File: config.mk
export PLATFORM = sky130hd
export DESIGN_NAME = lsrs_cell
export DESIGN_NICKNAME = d
export VERILOG_FILES = /design/src/rtl/line_sum_rank_sort_assert.svh /design/src/rtl/lsrs_pkg.sv /design/src/rtl/lsrs_cell.sv
export SDC_FILE = /design/constraint.sdc
export NUM_CORES = 1
export LEC_CHECK = 0
export BUFFER_PORTS_ARGS = -buffer_cell sky130_fd_sc_hd__buf_2
export CORE_MARGIN = 1
export CORE_UTILIZATION = 35
export DETAILED_ROUTE_END_ITERATION = 10
export HOLD_SLACK_MARGIN = 0.12
export PLACE_DENSITY = 0.73
export SYNTH_ARGS = -nofsm -noshare
export SYNTH_HDL_FRONTEND = slang
export SYNTH_SLANG_ARGS = --single-unit
export TNS_END_PERCENT = 1
File: constraint.sdc
create_clock -name i_clk -period 0.94 [get_ports i_clk]
set_input_delay 0 -clock i_clk [delete_from_list [all_inputs] [get_ports i_clk]]
set_output_delay 0 -clock i_clk [all_outputs]
set_load 0.02 [all_outputs]
File: src/rtl/line_sum_rank_sort_assert.svh
// assertion macros used by line_sum_rank_sort
`ifndef LINE_SUM_RANK_SORT_ASSERT_SVH
`define LINE_SUM_RANK_SORT_ASSERT_SVH

// property that must hold at every clock edge out of reset
`define LSRS_ASSERT(lbl, expr, msg) \
    lbl: assert property (@(posedge i_clk) disable iff (!i_rst_n) (expr)) else $error(msg);

// when the cause holds, the effect must hold in the next cycle
`define LSRS_ASSERT_NEXT(lbl, cause, effect, msg) \
    lbl: assert property (@(posedge i_clk) disable iff (!i_rst_n) (cause) |=> (effect)) \
        else $error(msg);

`endif

File: src/rtl/lsrs_pkg.sv
// ----------------------------------------------------------------------------
// lsrs_pkg
// shared constants and types for the line sum rank sort block
// ----------------------------------------------------------------------------
package lsrs_pkg;
    localparam int LINES        = 64;
    localparam int RANKED_CHECK = 7;
    localparam int IDX_W        = 6;
    localparam int SUM_W        = 32;
    localparam int SMP_W        = 16;
    localparam int FND_W        = 3;
    localparam int CHECKED      = (RANKED_CHECK < LINES) ? RANKED_CHECK : LINES;
    localparam int PRE_PASSES   = (CHECKED < 2) ? 2 : CHECKED;

    typedef struct packed {
        logic signed [SUM_W-1:0] sum;
        logic [IDX_W-1:0]        idx;
        logic                    picked;
    } t_cell;
endpackage

File: src/rtl/lsrs_cell.sv
// ----------------------------------------------------------------------------
// lsrs_cell
// one ring cell: holds one line's sum, index and picked flag
// ----------------------------------------------------------------------------
module lsrs_cell (
    input  logic           i_clk,
    input  logic           i_shift,
    input  logic           i_load,
    input  logic [5:0]     i_load_idx,
    input  lsrs_pkg::t_cell i_prev,
    output lsrs_pkg::t_cell o_data
);
    import lsrs_pkg::*;

    t_cell r_data;

    always_ff @(posedge i_clk) begin
        if (i_load) begin
            r_data.sum    <= '0;
            r_data.idx    <= i_load_idx;
            r_data.picked <= 1'b0;
        end else if (i_shift) begin
            r_data <= i_prev;
        end
    end

    assign o_data = r_data;
endmodule

* After elaboration in Yosys (flattened, before gate mapping)
Index checks and enable logic that the tools add are counted.
Cells by class: mux-type cells 2, reduce and logical (&&, ||, !) cells 1
Operators by type and width (number):
- 2-to-1 mux 7 bit | 2
- nonzero test 2 bit | 1
Word-level totals: register bits 39, input port bits 48, output and inout port bits 39

* Depth between registers and ports, before layout
word-level depth 2, mapped depth 4, mapped depth without buffers 2

* Worst setup path before layout
OpenSTA, ideal clock, no wires.
path kind in2reg, start input port i_shift, end register r_data (netlist bit o_data[1]), enable pin, library setup time 0.273 ns, arrival 0.574 ns, required time 0.667 ns, path slack 0.093 ns, stages 3, path buffers 2, cells stage by stage buf_6 -> buf_12 -> or2_1
On the way: word-level cells in the longest chain between the ends 1
Ends and longest elaborated chain:
- start: declaration | line lsrs_cell.sv:7 | input logic i_shift,
- nonzero test 2 bit (no line)
- end signal: assignment | line lsrs_cell.sv:23 | r_data <= i_prev;
- end: declaration | line lsrs_cell.sv:15 | t_cell r_data;
No other way between the ends. A chain may end at the register's enable or synchronous reset.

* Worst setup path after layout
start input port i_load_idx[4], end register r_data (netlist bit o_data[5]) (data pin)
On the way: word-level cells in the longest chain between the ends 1
Ends and longest elaborated chain:
- start: declaration | line lsrs_cell.sv:9 | input logic [5:0] i_load_idx,
- 2-to-1 mux 7 bit | line lsrs_cell.sv:18 | if (i_load) begin
No other way between the ends.

==> results.yml <==
layout:
  num_antenna_cells: 0
  nFillCells: 347
  stdcell_area_sq_um: 2500
  final_util: 0.621
  finalNetCount: 309
  largest_reg_flops: 39
  seqCellArea_sq_um: 841
  drive_above_1_share: 0.378
  multi_input_area_sq_um: 534
  syn_to_final_growth_pct: 70.3
job:
  cap_violations: 0
die:
  core_sq_um: 4030
  dieArea_sq_um: 4460
  rows: 23
  die_x_um: 66.8
  start_util: 0.365
  io_pins: 87
  die_h_um: 66.8
place:
  dp_hpwl_um: 2340
  dpl-instance-area_sq_um: 1910
  gp_congestion: 0.706
  io_buffers: 86
synthesis:
  yosysUniqueCellTypes: 13
  ys_warn_count: 0
  synth_top_cell_by_area: "dfxtp_1"
  syn_area_sq_um: 1470
  syn_inst: 126
  ys_top_cells_by_area: "dfxtp_1 (45%), mux2i_1 (22%), edfxtp_1 (12%)"
  synthesis.nets: 174
  ys_seq_area_frac: 0.572
  avgSynthCellArea_sq_um: 11.7
  yosys.area.top_type_share: 0.450
  synth.ff_latch_count: 39
clocking:
  clock_path_buffers: 2
  cts_tree: "yes"
  cts_sinks: 39
  cts_buffers: 5
  h-tree-depth: 2
  clock_latency_ns: 0.29
  root_buffer: "clkbuf_8"
  clkTransAtPathRegs_ns: 0.07
timing:
  drv_slew: 0
  rsz0062_at_grt: "false"
  max_freq_ghz: 1.19
  fin_crit_ns: 0.843
  finalSetupViolCount: 0
  report.final.hold_viol_count: 0
  clock_skew_ns: 0
  timing.final.crit_share: 0.897
  setup_tns_ns: 0
  worstMarginPinSlew_ns: 0.247
  slew_headroom: 0.835
global_route:
  antenna_found_initial: 0
  gr-total-overflow: 0
  grt_max_degree: 24
  grt_usage: 0.182
  grt_pass1_vias: 1326
  grt_pass1_wl_um: 5850
drt:
  via_per_inst: 4.38
  dr.pass1.iters: 4
  drt-total-wl_um: 3910
  num_vias: 1368
  remaining_drc_errors: 0
  drtIter0Drc: 73
  wire_per_inst_um: 12.5
  ant_nets: 0
critical_path:
  cp_data_required_time_ns: 0.98
  reg2reg_slack_ns: 0.32
  crit_path_start_kind: "primary input"
  critPathCaptureType: "register"
  slowest_delay_ns: 0.54
  crit_arrival_ns: 0.88
  cp_cell_sequence: "dlygate4sd3_1 > buf_2 > a22o_1"
  critPathTopFamily: "buffers and inverters"
  critical_path.slowest_cell: "dlygate4sd3_1"
  crit_fanout: 1
  path_class: "in -> reg"
  crit_buf_inv: 2
outcome:
  run_status: "completed"
hold_path:
  min_path_type: "in -> reg"
pwr:
  p_leak_nw: 1.29
  ir_drop_v: 0.000907
  powerDensity_nw_per_um2: 1610
[through the flow]
stage	setup WS (ns)	power (W)	hold WS [ns]	cells
global route	0.0580	0.00421	0.187	312
CTS	0.0941	0.00409	0.165	312
floorplan	0.0931	0.00227	0.147	126
detailed placement	0.117	0.00248	0.241	257
finish	0.0966	0.00403	0.168	312
global placement	0.138	0.00247	0.234	257
[cell type report]
type,instances,share of cell area
repair buffers,137,0.378
clock inverters,2,0.0140
multi-input cells,78,0.214
clock buffers,6,0.0330
flip-flops and latches,39,0.336
well taps,50,0.0250
[power breakdown]
part,switching [W],total (W),internal (W)
registers,0.0000471,0.00186,0.00181
clock network,0.000570,0.00143,0.000859
logic,0.000363,0.000748,0.000384
[layout by cell type, fill, tap and decap left out, drive strengths merged, types with 2 or more instances in the layout]
cell type | Yosys | layout
edfxtp | 6 | 6
mux2i | 33 | 33
nor2 | 33 | 33
dfxtp | 33 | 33
clkbuf | 2 | 6
a22o | 4 | 4
buf | 7 | 90
nand2 | 4 | 4
dlygate4sd3 | 0 | 46
o21ai | 2 | 2
[what timing repair did]
item | CTS | global route
resized for setup | 0 | 1
buffers inserted | 0 | 0
hold buffers | 47 | 0
endpoints found under the setup margin | 0 | 1
endpoints found under the hold margin | 39 | 0
[Yosys cell counts, drive strengths merged]
master	n
a22o	4
mux2i	33
o21ai	2
nor2b	1
dfxtp	33
nor2	33
clkbuf	2
edfxtp	6
or2	1
buf	7
nand2	4
[final timing paths]
path                            from                      end  depth (start not counted)
max                    i_load_idx[4]      o_data[5]$_DFFE_PP_                          3
min                           i_load      o_data[4]$_DFFE_PP_                          2
max reg2reg  o_data[15]$_SDFFE_PP0P_  o_data[15]$_SDFFE_PP0P_                          2
min reg2reg  o_data[34]$_SDFFE_PP0P_  o_data[34]$_SDFFE_PP0P_                          2
[layer usage]
| metal | track usage | share of wire | vias up |
|---|---|---|---|
| li1 | - | - | 690 |
| met1 | 0.171 | 0.39 | 629 |
| met2 | 0.366 | 0.56 | 42 |
| met3 | 0.0308 | 0.037 | 7 |
| met4 | 0.0878 | 0.019 | 0 |
| met5 | 0 | 0 | - |
[kinds of logic (layout without fill, tap and decap cells)]
| kind of cell | count (synthesis) | in the layout | synth area share |
|---|---|---|---|
| compound gates | 6 | 6 | 0.0307 |
| buf+inv | 9 | 145 | 0.0639 |
| flops | 39 | 39 | 0.572 |
| mux | 33 | 33 | 0.225 |
| simple gates | 39 | 39 | 0.108 |
Power figures use the tool's default switching activity.
